<file path="config.mk">
export PLATFORM = sky130hd
export DESIGN_NAME = ptt_div
export DESIGN_NICKNAME = d
export VERILOG_FILES = /design/src/rtl/ptt_pkg.sv /design/src/rtl/ptt_div.sv
export SDC_FILE = /design/constraint.sdc
export NUM_CORES = 1
export LEC_CHECK = 0
export ABC_AREA = 1
export BUFFER_PORTS_ARGS = -buffer_cell sky130_fd_sc_hd__buf_2
export CORE_AREA = 2 2 139 168
export DETAILED_ROUTE_END_ITERATION = 10
export DIE_AREA = 0 0 141 170
export SYNTH_ARGS = -nofsm -noshare
export SYNTH_HDL_FRONTEND = slang
export SYNTH_SLANG_ARGS = --single-unit
</file>
<file path="constraint.sdc">
create_clock -name clock -period 6.6 [get_ports clock]
set_clock_uncertainty 0.15 [all_clocks]
set_input_delay 0.33 -clock clock [delete_from_list [all_inputs] [get_ports clock]]
set_output_delay 0.33 -clock clock [all_outputs]
set_load 0.02 [all_outputs]
</file>
<file path="src/rtl/ptt_pkg.sv">
// Shared types, constants and helpers for the primitive triangle tessellator.
// No dependencies; every other file of the block imports this package.
package ptt_pkg;

   // Output coordinate width (Q16.4) and internal coordinate width with headroom
   localparam int VW = 20;
   localparam int CW = 24;

   localparam int MAX_SECTIONS   = 32;
   localparam int TRIG_BITS      = 16;
   localparam int TRIG_SH        = 30 - TRIG_BITS;
   localparam int TW             = 20;
   localparam int CORDIC_STEPS   = 28;
   localparam int CORDIC_IW      = $clog2(CORDIC_STEPS);
   localparam int CORDIC_XW      = 33;
   localparam int CORDIC_ZW      = 32;
   localparam int CORDIC_GAIN    = 652032874;
   localparam int LEN_EXTRA_BITS = 8;

   // Shared multiplier operand and product widths
   localparam int MW = 24;
   localparam int PW = 2 * MW;

   // Squared length, square root and divider widths
   localparam int SQ_W      = 46;
   localparam int SQRT_IW   = 64;
   localparam int SQRT_RW   = SQRT_IW / 2;
   localparam int SQRT_CW   = $clog2(SQRT_RW);
   localparam int DIV_NW    = 48;
   localparam int DIV_DW    = 34;
   localparam int DIV_CW    = $clog2(DIV_NW);

   // Command kinds
   localparam logic [2:0] CMD_LINE    = 3'd0;
   localparam logic [2:0] CMD_CIRCLE  = 3'd1;
   localparam logic [2:0] CMD_RING    = 3'd2;
   localparam logic [2:0] CMD_RECT    = 3'd3;
   localparam logic [2:0] CMD_OUTLINE = 3'd4;

   typedef struct packed {
      logic [2:0]           req_type;
      logic signed [VW-1:0] ax;
      logic signed [VW-1:0] ay;
      logic signed [VW-1:0] bx;
      logic signed [VW-1:0] by;
      logic [15:0]          radius;
      logic [11:0]          thickness;
      logic [5:0]           sections;
      logic [31:0]          color_a;
      logic [31:0]          color_b;
   } ptt_req_type;

   typedef struct packed {
      logic signed [VW-1:0] x0;
      logic signed [VW-1:0] y0;
      logic signed [VW-1:0] x1;
      logic signed [VW-1:0] y1;
      logic signed [VW-1:0] x2;
      logic signed [VW-1:0] y2;
      logic [31:0]          c0;
      logic [31:0]          c1;
      logic [31:0]          c2;
      logic                 last;
   } ptt_rsp_type;

   typedef enum logic [4:0] {
      ST_IDLE,
      ST_O_SETUP,
      ST_L_SETUP,
      ST_L_SQX,
      ST_L_SQY,
      ST_L_SQ,
      ST_L_SQRT_GO,
      ST_L_SQRT_WAIT,
      ST_L_MX,
      ST_L_DX_GO,
      ST_L_DX_WAIT,
      ST_L_MY,
      ST_L_DY_GO,
      ST_L_DY_WAIT,
      ST_L_E0,
      ST_L_E1,
      ST_C_DIV_GO,
      ST_C_DIV_WAIT,
      ST_C_COR_GO,
      ST_C_COR_WAIT,
      ST_C_M0,
      ST_C_M1,
      ST_C_M2,
      ST_C_M3,
      ST_C_M4,
      ST_C_NEXT,
      ST_C_E0,
      ST_C_E1,
      ST_R_E0,
      ST_R_E1
   } ptt_state_type;

   // CORDIC arctangent table in units of 2^-32 turn
   function automatic logic [29:0] atan_turn(input logic [CORDIC_IW-1:0] i);
      logic [29:0] v;
      case (i)
         5'd0:    v = 30'd536870912;
         5'd1:    v = 30'd316933406;
         5'd2:    v = 30'd167458907;
         5'd3:    v = 30'd85004756;
         5'd4:    v = 30'd42667331;
         5'd5:    v = 30'd21354465;
         5'd6:    v = 30'd10679838;
         5'd7:    v = 30'd5340245;
         5'd8:    v = 30'd2670163;
         5'd9:    v = 30'd1335087;
         5'd10:   v = 30'd667544;
         5'd11:   v = 30'd333772;
         5'd12:   v = 30'd166886;
         5'd13:   v = 30'd83443;
         5'd14:   v = 30'd41722;
         5'd15:   v = 30'd20861;
         5'd16:   v = 30'd10430;
         5'd17:   v = 30'd5215;
         5'd18:   v = 30'd2608;
         5'd19:   v = 30'd1304;
         5'd20:   v = 30'd652;
         5'd21:   v = 30'd326;
         5'd22:   v = 30'd163;
         5'd23:   v = 30'd81;
         5'd24:   v = 30'd41;
         5'd25:   v = 30'd20;
         5'd26:   v = 30'd10;
         5'd27:   v = 30'd5;
         default: v = 30'd0;
      endcase
      return v;
   endfunction

   // Clamp an internal coordinate to the Q16.4 output range
   function automatic logic signed [VW-1:0] sat_coord(input logic signed [CW-1:0] v);
      logic signed [VW-1:0] r;
      if (v > CW'(signed'({1'b0, {(VW-1){1'b1}}}))) begin
         r = {1'b0, {(VW-1){1'b1}}};
      end else if (v < -CW'(signed'({1'b0, {(VW-1){1'b1}}})) - CW'(1)) begin
         r = {1'b1, {(VW-1){1'b0}}};
      end else begin
         r = v[VW-1:0];
      end
      return r;
   endfunction

endpackage

</file>
<file path="src/rtl/ptt_div.sv">
// Restoring unsigned divider, one quotient bit per cycle.
// Depends on ptt_pkg for widths.
module ptt_div (
   input  logic                      clock,
   input  logic                      reset,
   input  logic                      start,
   input  logic [ptt_pkg::DIV_NW-1:0] dividend,
   input  logic [ptt_pkg::DIV_DW-1:0] divisor,
   output logic                      done,
   output logic [ptt_pkg::DIV_NW-1:0] quotient
);
   import ptt_pkg::*;

   logic [DIV_NW-1:0] num_ff, num_in;
   logic [DIV_DW-1:0] den_ff, den_in;
   logic [DIV_DW-1:0] rem_ff, rem_in;
   logic [DIV_CW-1:0] cnt_ff, cnt_in;
   logic              run_ff, run_in;
   logic              done_ff, done_in;
   logic [DIV_DW:0]   rem_sh;
   logic              fits;

   // one restoring step
   always_comb begin
      rem_sh = {rem_ff, num_ff[DIV_NW-1]};
      fits   = rem_sh >= {1'b0, den_ff};
   end

   always_comb begin
      num_in  = num_ff;
      den_in  = den_ff;
      rem_in  = rem_ff;
      cnt_in  = cnt_ff;
      run_in  = run_ff;
      done_in = 1'b0;
      if (start) begin
         num_in = dividend;
         den_in = divisor;
         rem_in = '0;
         cnt_in = '0;
         run_in = 1'b1;
      end else if (run_ff) begin
         num_in = {num_ff[DIV_NW-2:0], fits};
         rem_in = fits ? DIV_DW'(rem_sh - {1'b0, den_ff}) : rem_sh[DIV_DW-1:0];
         cnt_in = cnt_ff + DIV_CW'(1);
         if (cnt_ff == DIV_CW'(DIV_NW - 1)) begin
            run_in  = 1'b0;
            done_in = 1'b1;
         end
      end
   end

   always_ff @(posedge clock) begin
      if (reset) begin
         cnt_ff  <= '0;
         run_ff  <= 1'b0;
         done_ff <= 1'b0;
      end else begin
         cnt_ff  <= cnt_in;
         run_ff  <= run_in;
         done_ff <= done_in;
      end
   end

   always_ff @(posedge clock) begin
      num_ff <= num_in;
      den_ff <= den_in;
      rem_ff <= rem_in;
   end

   assign done     = done_ff;
   assign quotient = num_ff;

endmodule

</file>
==> metrics.md <==
| Metric | Value |
|---|---|
| Max_slew headroom | `41.6%` |
| Finished Cell Area | `0.00951 mm^2` |
| Share of post-route cells with drive strength above 1 | `16.2%` |
| Met1 WL | `9.66 mm` |
| CP cell instances | `inv_1 > ha_1 > inv_1 > o21bai_1 > a21oi_1 > o21ai_1 > a21oi_4 > buf_4 > nand3_1 > nand3_1 > o21ai_1` |
| Slowest-stage cell, CP | `a21oi_4` |
| Switching part of the total power | `28.6%` |
| Commonest non-fill, non-tap cells in the layout | `417 x nand2_1, 175 x inv_1, 132 x buf_2` |
| WL met3 | `1.40 mm` |
| Critical path data arrival time | `2990 ps` |
| VDD IR max | `0.168 mV` |
| Combinational share of power | `13.4%` |
| Min Hold Slack | `23.3 ps` |
| Sequential cell area | `0.00330 mm^2` |
| WL per Instance | `14.0 um` |
| Clock Power Share | `42.5%` |
| Fill count | `2304` |
| Full die area | `0.0240 mm^2` |
| # port buffers | `133` |
| Final setup violation count | `0` |
| Register bit total from synthesis | `124` |
| Max_cap viols | `0` |
| Least-Margin Pin Slew | `874 ps` |
| Outcome | `finished clean` |
| Initial antenna violation count | `0` |
| Grt ovf | `0` |
| Rows | `60` |
| Vias | `6965` |
| DRT Wirelength | `21.2 mm` |
| First-pass iteration count of the detailed router | `5` |
| Core Area | `0.0223 mm^2` |
| Design internal power | `1480 uW` |
| Diodes inserted | `0` |
| Tcrit/Tclk final | `43.1%` |
| CP Data Required Time | `6750 ps` |
| Mapped Cells | `1057` |
| Ys Warns | `0` |
| CTS tree | `done` |
| Commonest non-fill, non-tap cell in the layout | `nand2_1` |
| Vias in the first global route | `6872` |
| HP Class | `in2reg` |
| First-pass GRT wire length | `34.2 mm` |
| Sw Pwr | `592 uW` |
| Largest net degree at the start of global routing | `66` |
| Min Clock Period, post-route | `2850 ps` |
| Clock transition at the registers of the reported paths | `60 ps` |
| CTS Buf Count | `17` |
| Dpl hpwl | `15.5 mm` |
| NumNets Final | `1344` |
| Wire length on met2 | `9.75 mm` |
| Crit-path max cell delay | `480 ps` |
| Height of the die | `170 um` |
| Mapped cell area | `0.00769 mm^2` |
| Setup Total Neg Slack | `0 ps` |
| Die Wd | `141 um` |
| GPL Wtd Cong | `0.949` |
| Synth cell types | `37` |
| CP delay by family, top | `compound AO/OA/AOI/OAI gates` |
| Total Routing Usage GR | `18.2%` |
| Post-route insts no fill | `1515` |
| Critical path buffers and inverters | `3` |
| Placed cell count | `1449` |
| Post-synthesis sequential area ratio | `42.9%` |
| Antenna-violating nets left | `0` |
| Critical path type | `reg2reg` |
| Root buf cell | `clkbuf_16` |
| # Post-CTS Setup Buffers | `0` |
| Vias per std cell | `4.60` |
| Top Metal Used | `met4` |
| CTS sink count | `124` |
| DRT iter0 DRCs | `429` |
| Area of the multi-input gates | `0.00359 mm^2` |
| Fmax | `0.351 GHz` |
| Seq pwr share | `44.1%` |
| Initial Util | `34.5%` |
| Layout area overhead | `23.6%` |
| Lkg Pwr | `0.00491 uW` |
| Final Hold Vio Count | `0` |
| Power density over cell area | `217 mW/mm^2` |
| Mapped Nets | `1178` |
| Post-DP Area | `0.00863 mm^2` |
| Total power draw | `2070 uW` |
| Unrepaired setup endpoints after global routing | `false` |
| Worst skew pair latency | `430 ps` |
| Crit. End Element | `register` |
| Clock Tree Buf Depth | `2` |
| Final Max Tran Viols | `0` |
| H-Tree Depth | `4` |
| Startpoint types | `register` |
| Drc violations | `0` |
| Critical-path maximum fanout | `23` |
| Avg Cell Area, Syn | `7.28 um^2` |
| I/O pin total | `134` |
[power by group through the flow]
stage | registers [uW] | logic, uW | clock network, uW
final | 911 | 277 | 879
after global routing | 917 | 309 | 931
after CTS | 912 | 280 | 900
after detailed placement | 926 | 265 | 0
after global placement | 927 | 263 | 0
after floorplan | 962 | 125 | 0
[synth_stat cells]
cell | number | area, um^2
nor2_2 | 6 | 37.5
fa_1 | 1 | 20.0
dfxtp_1 | 42 | 841
inv_2 | 4 | 15.0
nor3_1 | 7 | 35.0
buf_6 | 3 | 33.8
and2_1 | 3 | 18.8
nand2_4 | 1 | 11.3
a31oi_1 | 1 | 6.26
ha_1 | 35 | 438
o21bai_1 | 2 | 15.0
o211ai_1 | 1 | 7.51
nand2_2 | 3 | 18.8
clkbuf_1 | 12 | 45.0
edfxtp_1 | 82 | 2460
nand2_1 | 417 | 1570
o21ai_1 | 17 | 85.1
nand3_1 | 83 | 415
nor2_1 | 52 | 195
nor3_2 | 2 | 20.0
or2_0 | 1 | 6.26
and3_1 | 2 | 12.5
nand4_1 | 4 | 25.0
nand3b_1 | 16 | 120
nor3b_1 | 3 | 22.5
xnor2_1 | 16 | 140
buf_1 | 2 | 7.51
o21ai_0 | 14 | 70.1
a21oi_4 | 1 | 16.3
a21oi_1 | 26 | 130
xor2_1 | 2 | 17.5
buf_2 | 7 | 35.0
buf_4 | 1 | 7.51
a21oi_2 | 2 | 17.5
nand2_8 | 2 | 40.0
nand3_2 | 8 | 80.1
inv_1 | 176 | 661
[cells by family after synthesis]
logic type	synth area share [%]
xor gates and xnor gates	2.05
buffers and inverters	10.5
and+or+nand+nor	34.1
DFF	42.9
adders and majority gates	5.95
AOI/OAI and AO/OA	4.52
[flip-flops by register name (all words and copies together), names as in the netlist]
register	count
quotient	48
rem_ff	34
done	1
run_ff	1
cnt_ff	6
den_ff	34
[worst reg2reg max path, delay by kind of cell, from the launching register on]
| family | cells | cell delay, ps |
|---|---|---|
| DFF | 1 | 320 |
| buffers and inverters | 3 | 570 |
| AOI/OAI and AO/OA | 5 | 1040 |
| adders and majority gates | 1 | 390 |
| and+or+nand+nor | 2 | 240 |
[area by class of cell]
type	count	area share [%]
inverter	180	7.10
sequential	124	34.7
multi-input combinational	728	37.8
timing repair buffer	172	11.0
clock inverter	14	1.21
tap	279	3.67
clock buffer	18	4.51
[through the flow]
step	util, %	setup slack [ps]
3_5_place_dp	38.7	3750
2_1_floorplan	-	3640
3_3_place_gp	38.7	3770
4_1_cts	42.7	3740
6_report	42.7	3750
5_1_grt	42.7	3530
[final timing paths]
| kind | depth (start not counted) | slack, ps | start | to |
|---|---|---|---|---|
| hold reg to reg | 2 | 320 | rem_ff[32] | rem_ff[32] |
| hold / removal | 3 | 20 | dividend[5] | quotient[5] |
| setup / recovery | 11 | 3750 | den_ff[32] | rem_ff[6] |
| setup reg to reg | 11 | 3750 | den_ff[32] | rem_ff[6] |
[what timing repair did]
item | in CTS | in global routing
resized for setup | 0 | 0
hold buffers | 34 | 0
hold endpoints to repair | 34 | 0
[metal layers]
layer,GRT usage (%),vias up
met3,4.78,20
met1,22.8,3087
met5,0,-
met2,30.3,210
met4,6.17,0
li1,-,3648
No activity file was read; power rests on OpenSTA's default activity.
