[config.mk]
export PLATFORM = sky130hd
export DESIGN_NAME = ptt_sqrt
export DESIGN_NICKNAME = d
export VERILOG_FILES = /design/src/rtl/ptt_pkg.sv /design/src/rtl/ptt_sqrt.sv
export SDC_FILE = /design/constraint.sdc
export NUM_CORES = 1
export LEC_CHECK = 0
export BUFFER_PORTS_ARGS = -buffer_cell sky130_fd_sc_hd__buf_2
export CAP_MARGIN = 20
export CORE_MARGIN = 2
export CORE_UTILIZATION = 50
export CTS_BUF_LIST = sky130_fd_sc_hd__clkbuf_8 sky130_fd_sc_hd__clkbuf_16
export DETAILED_ROUTE_END_ITERATION = 12
export PLACE_DENSITY = 0.73
export SYNTH_ARGS = -nofsm -noshare
export SYNTH_HDL_FRONTEND = slang
export SYNTH_SLANG_ARGS = --single-unit
[constraint.sdc]
create_clock -name clock -period 2.9 [get_ports clock]
set_input_delay 0.87 -clock clock [delete_from_list [all_inputs] [get_ports clock]]
set_output_delay 0.87 -clock clock [all_outputs]
set_load 0.02 [all_outputs]
[src/rtl/ptt_pkg.sv]
// Shared types, constants and helpers for the primitive triangle tessellator.
// No dependencies; every other file of the block imports this package.
package ptt_pkg;

   // Output coordinate width (Q16.4) and internal coordinate width with headroom
   localparam int VW = 20;
   localparam int CW = 24;

   localparam int MAX_SECTIONS   = 32;
   localparam int TRIG_BITS      = 16;
   localparam int TRIG_SH        = 30 - TRIG_BITS;
   localparam int TW             = 20;
   localparam int CORDIC_STEPS   = 28;
   localparam int CORDIC_IW      = $clog2(CORDIC_STEPS);
   localparam int CORDIC_XW      = 33;
   localparam int CORDIC_ZW      = 32;
   localparam int CORDIC_GAIN    = 652032874;
   localparam int LEN_EXTRA_BITS = 8;

   // Shared multiplier operand and product widths
   localparam int MW = 24;
   localparam int PW = 2 * MW;

   // Squared length, square root and divider widths
   localparam int SQ_W      = 46;
   localparam int SQRT_IW   = 64;
   localparam int SQRT_RW   = SQRT_IW / 2;
   localparam int SQRT_CW   = $clog2(SQRT_RW);
   localparam int DIV_NW    = 48;
   localparam int DIV_DW    = 34;
   localparam int DIV_CW    = $clog2(DIV_NW);

   // Command kinds
   localparam logic [2:0] CMD_LINE    = 3'd0;
   localparam logic [2:0] CMD_CIRCLE  = 3'd1;
   localparam logic [2:0] CMD_RING    = 3'd2;
   localparam logic [2:0] CMD_RECT    = 3'd3;
   localparam logic [2:0] CMD_OUTLINE = 3'd4;

   typedef struct packed {
      logic [2:0]           req_type;
      logic signed [VW-1:0] ax;
      logic signed [VW-1:0] ay;
      logic signed [VW-1:0] bx;
      logic signed [VW-1:0] by;
      logic [15:0]          radius;
      logic [11:0]          thickness;
      logic [5:0]           sections;
      logic [31:0]          color_a;
      logic [31:0]          color_b;
   } ptt_req_type;

   typedef struct packed {
      logic signed [VW-1:0] x0;
      logic signed [VW-1:0] y0;
      logic signed [VW-1:0] x1;
      logic signed [VW-1:0] y1;
      logic signed [VW-1:0] x2;
      logic signed [VW-1:0] y2;
      logic [31:0]          c0;
      logic [31:0]          c1;
      logic [31:0]          c2;
      logic                 last;
   } ptt_rsp_type;

   typedef enum logic [4:0] {
      ST_IDLE,
      ST_O_SETUP,
      ST_L_SETUP,
      ST_L_SQX,
      ST_L_SQY,
      ST_L_SQ,
      ST_L_SQRT_GO,
      ST_L_SQRT_WAIT,
      ST_L_MX,
      ST_L_DX_GO,
      ST_L_DX_WAIT,
      ST_L_MY,
      ST_L_DY_GO,
      ST_L_DY_WAIT,
      ST_L_E0,
      ST_L_E1,
      ST_C_DIV_GO,
      ST_C_DIV_WAIT,
      ST_C_COR_GO,
      ST_C_COR_WAIT,
      ST_C_M0,
      ST_C_M1,
      ST_C_M2,
      ST_C_M3,
      ST_C_M4,
      ST_C_NEXT,
      ST_C_E0,
      ST_C_E1,
      ST_R_E0,
      ST_R_E1
   } ptt_state_type;

   // CORDIC arctangent table in units of 2^-32 turn
   function automatic logic [29:0] atan_turn(input logic [CORDIC_IW-1:0] i);
      logic [29:0] v;
      case (i)
         5'd0:    v = 30'd536870912;
         5'd1:    v = 30'd316933406;
         5'd2:    v = 30'd167458907;
         5'd3:    v = 30'd85004756;
         5'd4:    v = 30'd42667331;
         5'd5:    v = 30'd21354465;
         5'd6:    v = 30'd10679838;
         5'd7:    v = 30'd5340245;
         5'd8:    v = 30'd2670163;
         5'd9:    v = 30'd1335087;
         5'd10:   v = 30'd667544;
         5'd11:   v = 30'd333772;
         5'd12:   v = 30'd166886;
         5'd13:   v = 30'd83443;
         5'd14:   v = 30'd41722;
         5'd15:   v = 30'd20861;
         5'd16:   v = 30'd10430;
         5'd17:   v = 30'd5215;
         5'd18:   v = 30'd2608;
         5'd19:   v = 30'd1304;
         5'd20:   v = 30'd652;
         5'd21:   v = 30'd326;
         5'd22:   v = 30'd163;
         5'd23:   v = 30'd81;
         5'd24:   v = 30'd41;
         5'd25:   v = 30'd20;
         5'd26:   v = 30'd10;
         5'd27:   v = 30'd5;
         default: v = 30'd0;
      endcase
      return v;
   endfunction

   // Clamp an internal coordinate to the Q16.4 output range
   function automatic logic signed [VW-1:0] sat_coord(input logic signed [CW-1:0] v);
      logic signed [VW-1:0] r;
      if (v > CW'(signed'({1'b0, {(VW-1){1'b1}}}))) begin
         r = {1'b0, {(VW-1){1'b1}}};
      end else if (v < -CW'(signed'({1'b0, {(VW-1){1'b1}}})) - CW'(1)) begin
         r = {1'b1, {(VW-1){1'b0}}};
      end else begin
         r = v[VW-1:0];
      end
      return r;
   endfunction

endpackage

[src/rtl/ptt_sqrt.sv]
// Digit-by-digit integer square root, one root bit per cycle (floor result).
// Depends on ptt_pkg for widths.
module ptt_sqrt (
   input  logic                        clock,
   input  logic                        reset,
   input  logic                        start,
   input  logic [ptt_pkg::SQRT_IW-1:0] radicand,
   output logic                        done,
   output logic [ptt_pkg::SQRT_RW-1:0] root
);
   import ptt_pkg::*;

   logic [SQRT_IW-1:0] rad_ff, rad_in;
   logic [SQRT_RW-1:0] root_ff, root_in;
   logic [SQRT_RW+1:0] rem_ff, rem_in;
   logic [SQRT_CW-1:0] cnt_ff, cnt_in;
   logic               run_ff, run_in;
   logic               done_ff, done_in;
   logic [SQRT_RW+3:0] rem_sh;
   logic [SQRT_RW+3:0] trial;
   logic               fits;

   // bring down two radicand bits, try root*4+1
   always_comb begin
      rem_sh = {rem_ff, rad_ff[SQRT_IW-1:SQRT_IW-2]};
      trial  = {2'b00, root_ff, 2'b01};
      fits   = rem_sh >= trial;
   end

   always_comb begin
      rad_in  = rad_ff;
      root_in = root_ff;
      rem_in  = rem_ff;
      cnt_in  = cnt_ff;
      run_in  = run_ff;
      done_in = 1'b0;
      if (start) begin
         rad_in  = radicand;
         root_in = '0;
         rem_in  = '0;
         cnt_in  = '0;
         run_in  = 1'b1;
      end else if (run_ff) begin
         rad_in  = {rad_ff[SQRT_IW-3:0], 2'b00};
         root_in = {root_ff[SQRT_RW-2:0], fits};
         rem_in  = fits ? (SQRT_RW+2)'(rem_sh - trial) : rem_sh[SQRT_RW+1:0];
         cnt_in  = cnt_ff + SQRT_CW'(1);
         if (cnt_ff == SQRT_CW'(SQRT_RW - 1)) begin
            run_in  = 1'b0;
            done_in = 1'b1;
         end
      end
   end

   always_ff @(posedge clock) begin
      if (reset) begin
         cnt_ff  <= '0;
         run_ff  <= 1'b0;
         done_ff <= 1'b0;
      end else begin
         cnt_ff  <= cnt_in;
         run_ff  <= run_in;
         done_ff <= done_in;
      end
   end

   always_ff @(posedge clock) begin
      rad_ff  <= rad_in;
      root_ff <= root_in;
      rem_ff  <= rem_in;
   end

   assign done = done_ff;
   assign root = root_ff;

endmodule

==> flow_results.org <==
** Run status
- Run status :: completed

** Clock tree
- CTS built an H-tree with a depth of 4.
- The longest clock path from root to sink contains 2 buffers.
- Cell at the root of the clock tree :: clkbuf_16
- The clock drives 137 sinks.
- Number of hold buffers added after cts :: 0
- Clock-pin slew was measured on the worst setup and hold paths at 0.06 ns.
- Counting the buffers created by CTS gives 17.
- Clock network latency to the later pin of the worst-skew pair :: 0.42 ns
- TritonCTS built the clock tree.

** Setup path
- Setup crit end kind :: flop
- Critical path startpoint :: root[4]
- Worst Setup Path Type :: reg2reg
- Worst setup slack for register-to-register paths :: 0.09 ns
- Worst flop-to-flop path startpoint :: root[4]
- Worst reg2reg endpoint :: rem_ff[24]
- Crit path arrival time :: 3.14 ns
- Worst setup path endpoint :: rem_ff[24]
- Data on the critical path is required at its endpoint by 3.24 ns.
- STA classifies the critical path startpoint as a flop.
- Register-to-Register Path Depth :: 12
- Crit Path Max Fanout :: 14

** STA
- Rel. slew slack :: 51.41%
- The number of max-slew violations in the final report is 0.
- Worst-margin pin slew :: 0.7105 ns
- Final worst setup slack :: 0.09439 ns
- After layout, the worst path uses 96.75% of the clock period.
- Min Tclk post-route :: 2.806 ns
- Timing would allow up to 356.4 MHz.
- Endpoints failing setup :: 0
- Hold timing on the final database bottoms out at a slack of 0.4950 ns.
- Clock skew on the completed layout was measured at 0.009718 ns.
- Fin. Hold Viols :: 0

** Layout
- In the final layout, the share of cells above drive strength 1 is 31.70%.
- For this run, the share of the core covered by cells in the final layout is 61.48%.
- Fin nets :: 989
- The library cells used most frequently in the layout, excluding fill and tap cells, are buf_2 (98), nor2_1 (88), nand2_1 (72).
- Final std cells w/o fill :: 1087
- After routing the design area is 0.009276 mm2.
- Layout Area Growth over Synthesis :: 21.32%
- Antenna diode count :: 0
- Commonest non-fill, non-tap cell in the layout :: buf_2
- Filler cell count in the final layout :: 1253

** Run
- Max-cap violations in this run came to 0.

** Yosys
- The netlist uses 68 different library cells.
- Avg Inst Size Synth :: 10.03 um2
- In the synthesized netlist the async set-or-reset flop fraction comes to 0%.
- Post-synth design cell area :: 0.007646 mm2
- Number of flops mapped to enable cells by yosys :: 64
- Yosys warning total :: 0
- Proportion of synthesized chip area in sequential cells :: 44.25%
- Net count of the mapped netlist :: 865
- In the synthesized netlist, the number of instances is 762.
- In the synthesized netlist the dominant register cell turns out to be dfxtp_1.
- FF+latch count, synth :: 137

** Route
- The first detailed-routing pass took 6 iterations.
- Via-to-Cell Ratio :: 5.387
- After detailed routing, the average wire length per cell comes to 15.06 um.
- Final wirelength :: 16370 um
- Count of nets left with antenna violations after detail routing :: 0
- For this run, design rule violations remaining after detail routing come to 0.
- Vias :: 5856
- The first routing iteration left 350 violations.

** Placed design
- Port buffering added 99 buffers.
- The HPWL after detailed placement is 11280 um.
- Setup Slack @ Placement :: 0.03466 ns
- Cell Count Post-Placement :: 1047
- Routability congestion estimate :: 0.8619
- After detailed placement, the total cell area comes to 0.008527 mm2.

** Floorplan
- The region available for standard cell placement spans 0.01509 mm2.
- Number of standard-cell rows in the floorplan :: 45
- For this configuration, the core starts out at a cell density of 50.67%.
- Die width :: 127.7 um
- IO Count :: 100
- The die is 127.7 um tall.
- DIE AREA :: 0.01630 mm2

** Global route
- Wire length of the first global-routing pass :: 27170 um
- Entering global routing, the biggest net connects 65 pins.
- For this run the aggregate overflow at the end of global routing stands at 0.
- For this run, the total global-route usage over all layers was measured as 20.59%.
- Number of antenna violations at the first check in global routing :: 0
- The number of global-route vias before repair came to 5696.

** Power
- Peak ir drop on the vdd network :: 0.5978 mV
- Leak :: 3.809 nW
- For this design the ratio of total power to cell area is 990.7 mW/mm2.

** Hold path
- Kind of path behind the tightest hold check :: reg2reg
==> critical path, stage by stage, from the launching register on <==
cell	delay (ns)
dfxtp_2	0.35
inv_1	0.05
ha_2	0.38
nand4_1	0.17
a211oi_2	0.29
buf_4	0.17
o31ai_4	0.09
a21oi_4	0.22
o211a_4	0.19
nor2_2	0.05
buf_12	0.15
or3_1	0.39
a311oi_2	0.23
==> layer usage <==
layer / share of wire [%] / track usage, % / vias to the layer above
li1: - / - / 2983
met2: 46 / 32.59 / 130
met5: 0 / 0 / -
met1: 48 / 27.43 / 2734
met4: 0.78 / 4.590 / 0
met3: 5.9 / 7.179 / 9
==> cell families (layout without fill, tap and decap cells) <==
group,count (synthesis),count (layout),share of synthesized area [%]
simple gates,228,228,13.14
mux,99,99,13.99
xor+xnor,29,29,3.322
flops,137,137,44.25
fa+ha+maj,36,36,5.891
compound gates,149,149,15.01
buf+inv,84,221,4.402
==> sequential cells by signal, indices dropped and copies added, names as in the netlist <==
name	cells
rad_ff	64
rem_ff	34
root	32
cnt_ff	5
done	1
run_ff	1
==> how the worst min path moves through the flow <==
stage                from         end  slack, ns  depth (start not counted)
3_5_place_dp   rem_ff[17]  rem_ff[17]       0.49                          2
4_1_cts        rem_ff[17]  rem_ff[17]       0.49                          2
5_1_grt         cnt_ff[4]   cnt_ff[4]       0.52                          2
3_3_place_gp    rem_ff[5]   rem_ff[5]       0.48                          2
6_report       rem_ff[17]  rem_ff[17]       0.50                          2
2_1_floorplan  rem_ff[17]  rem_ff[17]       0.46                          2
==> power by group <==
group	internal, mW	switching [mW]	total, mW	leakage [nW]
Combinational	1.98	2.54	4.52	2.26
Sequential	2.29	0.160	2.45	1.24
Clock	1.30	0.918	2.22	0.301
==> repair_timing <==
item                                    4_1_cts  5_1_grt
gates resized for setup                       0       25
endpoints found under the setup margin        0       32
setup buffers                                 0        8
==> stage by stage <==
stage          power, mW  setup TNS, ns
3_5_place_dp       6.723              0
6_report           9.190              0
5_1_grt            9.827        -0.1349
4_1_cts            8.988              0
2_1_floorplan      5.614              0
3_3_place_gp       6.691              0
==> area by class of cell <==
| class | instances | area, um2 | share of cell area, % |
|---|---|---|---|
| Clock buffer | 17 | 425.4 | 4.586 |
| Clock inverter | 15 | 176.4 | 1.902 |
| Inverter | 46 | 172.7 | 1.861 |
| Multi-Input combinational cell | 541 | 3998 | 43.09 |
| Sequential cell | 137 | 3396 | 36.61 |
| Tap cell | 188 | 235.2 | 2.536 |
| Timing Repair Buffer | 143 | 873.3 | 9.415 |
==> Yosys cell counts (6+ instances only) <==
library cell | n | share of area [%]
xor2_1 | 12 | 1.4
o21a_1 | 7 | 0.69
clkbuf_1 | 23 | 1.1
o211ai_1 | 6 | 0.59
nand4_1 | 9 | 0.74
a21oi_1 | 37 | 2.4
nand3_1 | 12 | 0.79
buf_1 | 7 | 0.34
mux2i_1 | 36 | 4.7
a311oi_2 | 8 | 1.6
xnor2_1 | 17 | 1.9
dfxtp_1 | 73 | 19
inv_1 | 46 | 2.3
mux2_2 | 62 | 9.1
edfxtp_1 | 64 | 25
nor2_1 | 90 | 4.4
nor3_1 | 8 | 0.52
a311oi_1 | 17 | 1.9
ha_1 | 36 | 5.9
nand2b_1 | 11 | 0.90
o21ai_0 | 21 | 1.4
nand2_1 | 73 | 3.6
Power figures use the tool's default switching activity.
