$ cat config.mk
export PLATFORM = sky130hd
export DESIGN_NAME = ptt_cordic
export DESIGN_NICKNAME = d
export VERILOG_FILES = /design/src/rtl/ptt_pkg.sv /design/src/rtl/ptt_cordic.sv
export SDC_FILE = /design/constraint.sdc
export NUM_CORES = 1
export LEC_CHECK = 0
export BUFFER_PORTS_ARGS = -buffer_cell sky130_fd_sc_hd__buf_4
export CAP_MARGIN = 20
export CORE_UTILIZATION = 35
export CTS_CLUSTER_SIZE = 20
export DETAILED_ROUTE_END_ITERATION = 6
export PLACE_DENSITY_LB_ADDON = 0.25
export SLEW_MARGIN = 20
export SYNTH_ARGS = -nofsm -noshare
export SYNTH_HDL_FRONTEND = slang
export SYNTH_SLANG_ARGS = --single-unit
$ cat constraint.sdc
create_clock -name clock -period 7.72 [get_ports clock]
set_input_delay 0.386 -clock clock [delete_from_list [all_inputs] [get_ports clock]]
set_output_delay 0.386 -clock clock [all_outputs]
set_load 0.02 [all_outputs]
$ cat src/rtl/ptt_pkg.sv
// Shared types, constants and helpers for the primitive triangle tessellator.
// No dependencies; every other file of the block imports this package.
package ptt_pkg;

   // Output coordinate width (Q16.4) and internal coordinate width with headroom
   localparam int VW = 20;
   localparam int CW = 24;

   localparam int MAX_SECTIONS   = 32;
   localparam int TRIG_BITS      = 16;
   localparam int TRIG_SH        = 30 - TRIG_BITS;
   localparam int TW             = 20;
   localparam int CORDIC_STEPS   = 28;
   localparam int CORDIC_IW      = $clog2(CORDIC_STEPS);
   localparam int CORDIC_XW      = 33;
   localparam int CORDIC_ZW      = 32;
   localparam int CORDIC_GAIN    = 652032874;
   localparam int LEN_EXTRA_BITS = 8;

   // Shared multiplier operand and product widths
   localparam int MW = 24;
   localparam int PW = 2 * MW;

   // Squared length, square root and divider widths
   localparam int SQ_W      = 46;
   localparam int SQRT_IW   = 64;
   localparam int SQRT_RW   = SQRT_IW / 2;
   localparam int SQRT_CW   = $clog2(SQRT_RW);
   localparam int DIV_NW    = 48;
   localparam int DIV_DW    = 34;
   localparam int DIV_CW    = $clog2(DIV_NW);

   // Command kinds
   localparam logic [2:0] CMD_LINE    = 3'd0;
   localparam logic [2:0] CMD_CIRCLE  = 3'd1;
   localparam logic [2:0] CMD_RING    = 3'd2;
   localparam logic [2:0] CMD_RECT    = 3'd3;
   localparam logic [2:0] CMD_OUTLINE = 3'd4;

   typedef struct packed {
      logic [2:0]           req_type;
      logic signed [VW-1:0] ax;
      logic signed [VW-1:0] ay;
      logic signed [VW-1:0] bx;
      logic signed [VW-1:0] by;
      logic [15:0]          radius;
      logic [11:0]          thickness;
      logic [5:0]           sections;
      logic [31:0]          color_a;
      logic [31:0]          color_b;
   } ptt_req_type;

   typedef struct packed {
      logic signed [VW-1:0] x0;
      logic signed [VW-1:0] y0;
      logic signed [VW-1:0] x1;
      logic signed [VW-1:0] y1;
      logic signed [VW-1:0] x2;
      logic signed [VW-1:0] y2;
      logic [31:0]          c0;
      logic [31:0]          c1;
      logic [31:0]          c2;
      logic                 last;
   } ptt_rsp_type;

   typedef enum logic [4:0] {
      ST_IDLE,
      ST_O_SETUP,
      ST_L_SETUP,
      ST_L_SQX,
      ST_L_SQY,
      ST_L_SQ,
      ST_L_SQRT_GO,
      ST_L_SQRT_WAIT,
      ST_L_MX,
      ST_L_DX_GO,
      ST_L_DX_WAIT,
      ST_L_MY,
      ST_L_DY_GO,
      ST_L_DY_WAIT,
      ST_L_E0,
      ST_L_E1,
      ST_C_DIV_GO,
      ST_C_DIV_WAIT,
      ST_C_COR_GO,
      ST_C_COR_WAIT,
      ST_C_M0,
      ST_C_M1,
      ST_C_M2,
      ST_C_M3,
      ST_C_M4,
      ST_C_NEXT,
      ST_C_E0,
      ST_C_E1,
      ST_R_E0,
      ST_R_E1
   } ptt_state_type;

   // CORDIC arctangent table in units of 2^-32 turn
   function automatic logic [29:0] atan_turn(input logic [CORDIC_IW-1:0] i);
      logic [29:0] v;
      case (i)
         5'd0:    v = 30'd536870912;
         5'd1:    v = 30'd316933406;
         5'd2:    v = 30'd167458907;
         5'd3:    v = 30'd85004756;
         5'd4:    v = 30'd42667331;
         5'd5:    v = 30'd21354465;
         5'd6:    v = 30'd10679838;
         5'd7:    v = 30'd5340245;
         5'd8:    v = 30'd2670163;
         5'd9:    v = 30'd1335087;
         5'd10:   v = 30'd667544;
         5'd11:   v = 30'd333772;
         5'd12:   v = 30'd166886;
         5'd13:   v = 30'd83443;
         5'd14:   v = 30'd41722;
         5'd15:   v = 30'd20861;
         5'd16:   v = 30'd10430;
         5'd17:   v = 30'd5215;
         5'd18:   v = 30'd2608;
         5'd19:   v = 30'd1304;
         5'd20:   v = 30'd652;
         5'd21:   v = 30'd326;
         5'd22:   v = 30'd163;
         5'd23:   v = 30'd81;
         5'd24:   v = 30'd41;
         5'd25:   v = 30'd20;
         5'd26:   v = 30'd10;
         5'd27:   v = 30'd5;
         default: v = 30'd0;
      endcase
      return v;
   endfunction

   // Clamp an internal coordinate to the Q16.4 output range
   function automatic logic signed [VW-1:0] sat_coord(input logic signed [CW-1:0] v);
      logic signed [VW-1:0] r;
      if (v > CW'(signed'({1'b0, {(VW-1){1'b1}}}))) begin
         r = {1'b0, {(VW-1){1'b1}}};
      end else if (v < -CW'(signed'({1'b0, {(VW-1){1'b1}}})) - CW'(1)) begin
         r = {1'b1, {(VW-1){1'b0}}};
      end else begin
         r = v[VW-1:0];
      end
      return r;
   endfunction

endpackage

$ cat src/rtl/ptt_cordic.sv
// Iterative rotation CORDIC: cosine and sine of a 32-bit turn angle,
// one micro-rotation per cycle. Depends on ptt_pkg for widths and the table.
module ptt_cordic (
   input  logic                          clock,
   input  logic                          reset,
   input  logic                          start,
   input  logic [31:0]                   angle,
   output logic                          done,
   output logic signed [ptt_pkg::TW-1:0] cos_val,
   output logic signed [ptt_pkg::TW-1:0] sin_val
);
   import ptt_pkg::*;

   logic signed [CORDIC_XW-1:0] x_ff, x_in, y_ff, y_in;
   logic signed [CORDIC_ZW-1:0] z_ff, z_in;
   logic [CORDIC_IW-1:0]        i_ff, i_in;
   logic [1:0]                  quad_ff, quad_in;
   logic                        zero_ff, zero_in;
   logic                        run_ff, run_in;
   logic                        done_ff, done_in;
   logic signed [CORDIC_XW-1:0] xs, ys;
   logic signed [CORDIC_XW:0]   cc, ss, cc_r, ss_r;

   // shared shifter for the micro-rotation
   always_comb begin
      xs = x_ff >>> i_ff;
      ys = y_ff >>> i_ff;
   end

   always_comb begin
      x_in    = x_ff;
      y_in    = y_ff;
      z_in    = z_ff;
      i_in    = i_ff;
      quad_in = quad_ff;
      zero_in = zero_ff;
      run_in  = run_ff;
      done_in = 1'b0;
      if (start) begin
         x_in    = CORDIC_XW'(CORDIC_GAIN);
         y_in    = '0;
         z_in    = CORDIC_ZW'({2'b00, angle[29:0]});
         i_in    = '0;
         quad_in = angle[31:30];
         zero_in = angle == 32'd0;
         run_in  = angle != 32'd0;
         done_in = angle == 32'd0;
      end else if (run_ff) begin
         if (!z_ff[CORDIC_ZW-1]) begin
            x_in = x_ff - ys;
            y_in = y_ff + xs;
            z_in = z_ff - CORDIC_ZW'(atan_turn(i_ff));
         end else begin
            x_in = x_ff + ys;
            y_in = y_ff - xs;
            z_in = z_ff + CORDIC_ZW'(atan_turn(i_ff));
         end
         i_in = i_ff + CORDIC_IW'(1);
         if (i_ff == CORDIC_IW'(CORDIC_STEPS - 1)) begin
            run_in  = 1'b0;
            done_in = 1'b1;
         end
      end
   end

   // quadrant fold and rounding to TRIG_BITS fraction bits
   always_comb begin
      case (quad_ff)
         2'd0: begin
            cc = (CORDIC_XW+1)'(x_ff);
            ss = (CORDIC_XW+1)'(y_ff);
         end
         2'd1: begin
            cc = -(CORDIC_XW+1)'(y_ff);
            ss = (CORDIC_XW+1)'(x_ff);
         end
         2'd2: begin
            cc = -(CORDIC_XW+1)'(x_ff);
            ss = -(CORDIC_XW+1)'(y_ff);
         end
         default: begin
            cc = (CORDIC_XW+1)'(y_ff);
            ss = -(CORDIC_XW+1)'(x_ff);
         end
      endcase
      cc_r = (cc + (CORDIC_XW+1)'(1 << (TRIG_SH - 1))) >>> TRIG_SH;
      ss_r = (ss + (CORDIC_XW+1)'(1 << (TRIG_SH - 1))) >>> TRIG_SH;
      if (zero_ff) begin
         cos_val = TW'(1 << TRIG_BITS);
         sin_val = '0;
      end else begin
         cos_val = cc_r[TW-1:0];
         sin_val = ss_r[TW-1:0];
      end
   end

   always_ff @(posedge clock) begin
      if (reset) begin
         i_ff    <= '0;
         run_ff  <= 1'b0;
         done_ff <= 1'b0;
      end else begin
         i_ff    <= i_in;
         run_ff  <= run_in;
         done_ff <= done_in;
      end
   end

   always_ff @(posedge clock) begin
      x_ff    <= x_in;
      y_ff    <= y_in;
      z_ff    <= z_in;
      quad_ff <= quad_in;
      zero_ff <= zero_in;
   end

   assign done = done_ff;

endmodule
==> flow_summary.ini, run 1 <==
[synthesis]
yosys.cell_types.count = 85
synth_edf_count = 33
yosys.area.top_type_share_pct = 10.6
flip_flop_cell_with_the_highest_count_after_synthesis = sky130_fd_sc_hd__dfxtp_1
dominant_cells_by_area_after_synthesis = sky130_fd_sc_hd__dfxtp_1 (11%), sky130_fd_sc_hd__mux4_2 (10%), sky130_fd_sc_hd__ha_1 (6.9%)
syn-cell-area_mm2 = 0.0199
postSynth.asyncResetShare_pct = 0
synth_nets = 2700
yosys_warnings = 0
synthesis.area_per_instance_um2 = 7.78
synth_top_area_cell = sky130_fd_sc_hd__dfxtp_1
instance_count_of_the_mapped_netlist = 2553
synth-seq-area-share_pct = 15.6
synth_seq_cells = 138

[route]
ant_nets = 0
total_wirelength_of_the_detailed_routed_design_um = 75600
drtPass1Iterations = 6
drtIter0Drc = 1831
num_vias = 20500
post-route-drc-count = 0
drt-wirelength-per-cell_um = 23.1
vias_per_cell = 6.26

[placed_design]
detailedPlacementHpwl_um = 55500
placement.io_buffers = 75
dp_slack_ns = 0.571
place.gp.congestion = 0.974

[worst_setup_path]
worst_ep_required_time_ns = 8.11
cp_top_family = compound AO/OA/AOI/OAI gates
worstPathArrival_ns = 7.52
timing.critical_path.buf_inv = 1
critical-path-slowest-cell = sky130_fd_sc_hd__a2111oi_1
r2r_end = y_ff[31]$_SDFFE_PP0P_
critical_path.reg2reg.startpoint = i_ff[1]$_SDFFE_PP0P_
timing.reg2reg.worst_path_depth = 21
critPathMaxStageDelay_ns = 0.78
critPathCaptureType = flop
crit_path_start_kind = flop
r2r_setup_slack_ns = 0.59
crit_path_cell_trace = buf_4 -> mux2_2 -> a222oi_1 -> o22ai_1 -> a221oi_1 -> nand4_1 -> nor3_1 -> a21oi_1 -> xor2_1 -> ha_1 -> a21o_1 -> a21o_1 -> a21oi_1 -> o22ai_1 -> a2111oi_1 -> o21ai_0 -> nand2_1 -> o311ai_0 -> o31ai_1 -> xnor2_1 -> a22o_1
cp_max_fo = 41
worstSetupPathType = flop to flop

[global_route]
global_route.usage.total_pct = 26.2
grt_pass1_vias = 19200
antenna_found_initial = 1
grt_first_pass_wirelength_um = 116000
grt_start_max_net_pins = 78
gr-total-overflow = 0

[floorplan]
chipWidth_um = 240
core_mm2 = 0.0555
die_area_mm2 = 0.0577
start_util_pct = 35.8
ios = 76
die_height_um = 240
rows = 86

[timing]
fin_skew_ns = 0.0210
fin_crit_sh_pct = 92.3
fmax_mhz = 140
hold_viol_final = 0
setup_total_negative_slack_ns = 0
max_slew.worst_pin.slew_ns = 1.17
final-max-slew-violation-count = 0
final_critical_path_setup_slack_ns = 0.593
slew_headroom_pct = 22.0
final_period_minus_worst_setup_slack_ns = 7.13
rsz_0062_raised_after_global_routing = false
timing.final.setup_violations = 0

[pwr]
worst_ir_drop_vdd_mv = 0.203
pleak_uw = 0.00827
post-layout-total-power_uw = 9390
powerDensity_mw_per_mm2 = 435

[finish]
mostFrequentLayoutCells = sky130_fd_sc_hd__nor2_1 (254), sky130_fd_sc_hd__nand2_1 (228), sky130_fd_sc_hd__a21oi_1 (202), sky130_fd_sc_hd__o21ai_0 (174), sky130_fd_sc_hd__xnor2_1 (137)
syn2layout_area_growth_pct = 8.70
proportion_of_layout_cells_with_a_drive_suffix_above_1_pct = 12.8
multi_input_area_mm2 = 0.0158
final_net_count = 2654
post-route-util_pct = 38.9
area_taken_by_flip_flops_and_latches_mm2 = 0.00311
layout.cells.most_common = sky130_fd_sc_hd__nor2_1
fillcell_total = 5780

[clock_tree]
cts.sink_count = 138
postCtsSetupRepairBufs = 0
cts_root_buffer = sky130_fd_sc_hd__clkbuf_16
clk_pin_slew_worst_paths_ns = 0.06
cts_tree = yes
htree_num_levels = 4
worst_skew_pair.late_latency_ns = 0.51
max-clock-path-buffers = 2
num_cts_buffers = 17

[worst_hold_path]
worstHoldEndpoint = run_ff$_SDFF_PP0_
worstHoldPathType = input port to flop
holdPathStages = 2
hold_start = reset

[run]
number_of_max_cap_violations = 0

[status]
status = finished, final reports clean
[worst register-to-register path, stage by stage (launching register included)]
cell and delay [ns]:
sky130_fd_sc_hd__dfxtp_4 0.68, sky130_fd_sc_hd__buf_4 0.58, sky130_fd_sc_hd__mux2_2 0.44, sky130_fd_sc_hd__a222oi_1 0.43
sky130_fd_sc_hd__o22ai_1 0.13, sky130_fd_sc_hd__a221oi_1 0.54, sky130_fd_sc_hd__nand4_1 0.36, sky130_fd_sc_hd__nor3_1 0.46
sky130_fd_sc_hd__a21oi_1 0.14, sky130_fd_sc_hd__xor2_1 0.17, sky130_fd_sc_hd__ha_1 0.38, sky130_fd_sc_hd__a21o_1 0.20
sky130_fd_sc_hd__a21o_1 0.17, sky130_fd_sc_hd__a21oi_1 0.21, sky130_fd_sc_hd__o22ai_1 0.14, sky130_fd_sc_hd__a2111oi_1 0.78
sky130_fd_sc_hd__o21ai_0 0.29, sky130_fd_sc_hd__nand2_1 0.12, sky130_fd_sc_hd__o311ai_0 0.22, sky130_fd_sc_hd__o31ai_1 0.31
sky130_fd_sc_hd__xnor2_1 0.09, sky130_fd_sc_hd__a22o_1 0.19
[cells in the mapped netlist, drive strengths merged, types with 8 or more instances]
cell type  count
a211o         14
a211oi        29
a21o          52
a21oi        202
a221oi         8
a22o           8
a22oi         12
a31oi         38
a41oi         14
and2          24
and3          29
buf           48
clkbuf       144
dfxtp        105
edfxtp        33
ha           109
inv           60
mux2          39
mux2i         82
mux4          92
nand2        228
nand2b        33
nand3         63
nand4         21
nor2         255
nor2b         31
nor3          57
nor4          27
o211ai        28
o21a          13
o21ai        174
o21bai        21
o221ai        13
o22ai         21
o31ai         18
o41ai         13
or2            8
or3           18
xnor2        138
xor2         116
[stage by stage]
stage,instance area (µm²),hold WS (ns),instances
5_1_grt,21600,0.0726,3268
4_1_cts,21600,0.0523,3268
2_1_floorplan,19900,0.455,2553
3_3_place_gp,21000,0.537,3236
3_5_place_dp,21000,0.560,3236
6_report,21600,0.0839,3270
[worst max path at each step]
stage	start	endpoint	slack [ns]	cells past startpoint
CTS	i_ff[1]$_SDFFE_PP0P_	y_ff[31]$_SDFFE_PP0P_	0.52	21
finish	i_ff[1]$_SDFFE_PP0P_	y_ff[31]$_SDFFE_PP0P_	0.59	21
detailed placement	i_ff[1]$_SDFFE_PP0P_	y_ff[31]$_SDFFE_PP0P_	0.57	21
global route	i_ff[1]$_SDFFE_PP0P_	y_ff[31]$_SDFFE_PP0P_	0.12	21
global placement	i_ff[1]$_SDFFE_PP0P_	y_ff[31]$_SDFFE_PP0P_	0.64	23
floorplan	i_ff[1]$_SDFFE_PP0P_	y_ff[31]$_SDFFE_PP0P_	1.51	27
[power by group]
part	total (µW)	internal (µW)	switching [µW]
Sequential	1490	956	532
Combinational	7050	3030	4010
Clock	852	431	421
[final cells by class]
| type | count | share of cell area, % |
|---|---|---|
| multi-input cells | 2158 | 73.0 |
| repair buffers | 127 | 4.48 |
| clock inverters | 14 | 0.580 |
| inverters | 65 | 1.13 |
| diodes | 2 | 0.0232 |
| clock buffers | 18 | 2.04 |
| flip-flops and latches | 138 | 14.4 |
| well taps | 748 | 4.34 |
[layer usage]
metal / track usage, % / up-vias / share of wire, %
met5: 0 / - / 0
met4: 12.6 / 0 / 4.5
met3: 4.91 / 207 / 7.7
met2: 42.3 / 977 / 46
met1: 33.5 / 9859 / 42
li1: - / 9439 / -
[timing repair]
item,in CTS,in global routing
resized for setup,0,1
hold buffers,0,0
endpoints found under the setup margin,0,2
[logic make-up after synthesis]
logic type	Yosys count	synth area share (%)
buffers and inverters	257	5.11
AND/OR/NAND/NOR	821	19.4
flip-flops	138	15.6
multiplexers	213	16.8
adder cells (fa/ha/maj)	112	7.17
AO/OA/AOI/OAI	758	24.7
XOR/XNOR	254	11.2
Note: power is estimated with default switching activity, not from simulation.
==> run 2, diff against run 1 <==
- PLACE_DENSITY_LB_ADDON: 0.25 -> unset
==> flow_summary.ini, run 2 (synthesis gave the netlist of run 1 again) <==
[timing]
timing.final.setup_violations = 0
rsz_0062_raised_after_global_routing = false
fmax_mhz = 140
final_critical_path_setup_slack_ns = 0.575
slew_headroom_pct = 31.7
final_period_minus_worst_setup_slack_ns = 7.15
hold_viol_final = 0
final-max-slew-violation-count = 0
whs_ns = 0.0985
max_slew.worst_pin.slew_ns = 1.03
setup_total_negative_slack_ns = 0
fin_crit_sh_pct = 92.6
fin_skew_ns = 0.0166

[clock_tree]
num_cts_buffers = 17
clk_pin_slew_worst_paths_ns = 0.08
cts.sink_count = 138
cts_tree = yes
postCtsSetupRepairBufs = 0
cts_root_buffer = sky130_fd_sc_hd__clkbuf_16
max-clock-path-buffers = 2
htree_num_levels = 4
worst_skew_pair.late_latency_ns = 0.50

[run]
number_of_max_cap_violations = 0

[placed_design]
placement.io_buffers = 75
place.gp.congestion = 1.01
detailedPlacementHpwl_um = 53800
dp_slack_ns = 0.555

[worst_setup_path]
crit_path_cell_trace = mux4_2 -> mux4_2 -> or2_0 -> o32a_1 -> a2111o_1 -> nor3_1 -> a21oi_1 -> xor2_1 -> ha_1 -> a21o_1 -> a21o_1 -> a21oi_1 -> o22ai_1 -> a2111oi_1 -> o21ai_0 -> nand2_1 -> o311ai_0 -> o31ai_1 -> xnor2_1 -> a22o_1
crit_path_start_kind = flop
worstPathArrival_ns = 7.52
critPathMaxStageDelay_ns = 0.86
cp_max_fo = 54
r2r_end = y_ff[31]$_SDFFE_PP0P_
worst_ep_required_time_ns = 8.10
critical-path-slowest-cell = sky130_fd_sc_hd__dfxtp_4
timing.critical_path.buf_inv = 0
worstSetupPathType = flop to flop
r2r_setup_slack_ns = 0.57
critical_path.reg2reg.startpoint = i_ff[1]$_SDFFE_PP0P_
cp_top_family = compound AO/OA/AOI/OAI gates
critPathCaptureType = flop
timing.reg2reg.worst_path_depth = 20

[worst_hold_path]
worstHoldPathType = input port to flop
worstHoldEndpoint = run_ff$_SDFF_PP0_
hold_start = reset
holdPathStages = 2

[finish]
syn2layout_area_growth_pct = 8.96
final_net_count = 2654
layout.cells.most_common = sky130_fd_sc_hd__nor2_1
mostFrequentLayoutCells = sky130_fd_sc_hd__nor2_1 (254), sky130_fd_sc_hd__nand2_1 (227), sky130_fd_sc_hd__a21oi_1 (202), sky130_fd_sc_hd__o21ai_0 (174), sky130_fd_sc_hd__xnor2_1 (137)
proportion_of_layout_cells_with_a_drive_suffix_above_1_pct = 12.9
fillcell_total = 5725

[pwr]
worst_ir_drop_vdd_mv = 0.218
pleak_uw = 0.00829
powerDensity_mw_per_mm2 = 433

[floorplan]
die_area_mm2 = 0.0577
rows = 86
die_height_um = 240
start_util_pct = 35.8
ios = 76
chipWidth_um = 240
core_mm2 = 0.0555

[route]
num_vias = 20300
drtPass1Iterations = 6
ant_nets = 0
drtIter0Drc = 2135
post-route-drc-count = 0
vias_per_cell = 6.21
drt-wirelength-per-cell_um = 22.3
total_wirelength_of_the_detailed_routed_design_um = 72800

[global_route]
global_route.usage.total_pct = 25.4
grt_first_pass_wirelength_um = 113000
gr-total-overflow = 0
grt_pass1_vias = 19500
antenna_found_initial = 2
grt_start_max_net_pins = 77

[status]
status = finished, final reports clean
[run 2: cell types whose count changed in the layout (fill, tap and decap cells not counted), sizes merged]
cell | before | now
clkinv | 8 | 10
inv | 69 | 66
clkbuf | 18 | 19
diode | 2 | 1
[run 2: routing by layer]
layer	up-vias	routed length (µm)	GRT usage, %
met2	979	32500	40.9
li1	9420	-	-
met4	0	4430	14.6
met3	218	5750	5.09
met5	-	0	0
met1	9679	30100	31.5
[run 2: area by class of cell]
class,count,area (µm²),share of cell area (%)
antenna,1,2.50,0.0116
clock buffer,19,475,2.20
clock inverter,13,120,0.555
inverter,65,245,1.13
multi-input combinational,2158,15800,72.8
sequential,138,3110,14.4
tap,748,936,4.33
timing repair buffer,127,991,4.58
[run 2: through the flow]
stage	cell area, µm²	cells	power, µW	util [%]
floorplan	19900	2553	6650	-
global placement	21000	3236	8240	37.9
detailed placement	21000	3236	8350	37.9
CTS	21600	3268	9280	39.0
global route	21600	3268	10200	39.0
finish	21600	3269	9370	39.0
[run 2: worst max-delay path by stage]
stage / depth (start not counted) / to / from / slack, ns
CTS: 20 / y_ff[31]$_SDFFE_PP0P_ / i_ff[1]$_SDFFE_PP0P_ / 0.49
detailed placement: 20 / y_ff[31]$_SDFFE_PP0P_ / i_ff[1]$_SDFFE_PP0P_ / 0.55
finish: 20 / y_ff[31]$_SDFFE_PP0P_ / i_ff[1]$_SDFFE_PP0P_ / 0.57
floorplan: 27 / y_ff[31]$_SDFFE_PP0P_ / i_ff[1]$_SDFFE_PP0P_ / 1.51
global route: 23 / x_ff[32]$_SDFFE_PP0P_ / i_ff[1]$_SDFFE_PP0P_ / 0.14
global placement: 20 / y_ff[31]$_SDFFE_PP0P_ / i_ff[1]$_SDFFE_PP0P_ / 0.57
[run 2: where the power goes]
group | internal, µW | switching, µW | total (µW)
Clock | 460 | 406 | 866
Sequential | 956 | 486 | 1440
Combinational | 3050 | 4010 | 7060
Total | 4470 | 4900 | 9370
[run 2: repair_timing]
item	in CTS	in global routing
resized for setup	0	1
hold buffers	0	0
endpoints found under the hold margin	0	0
setup endpoints to repair	0	1
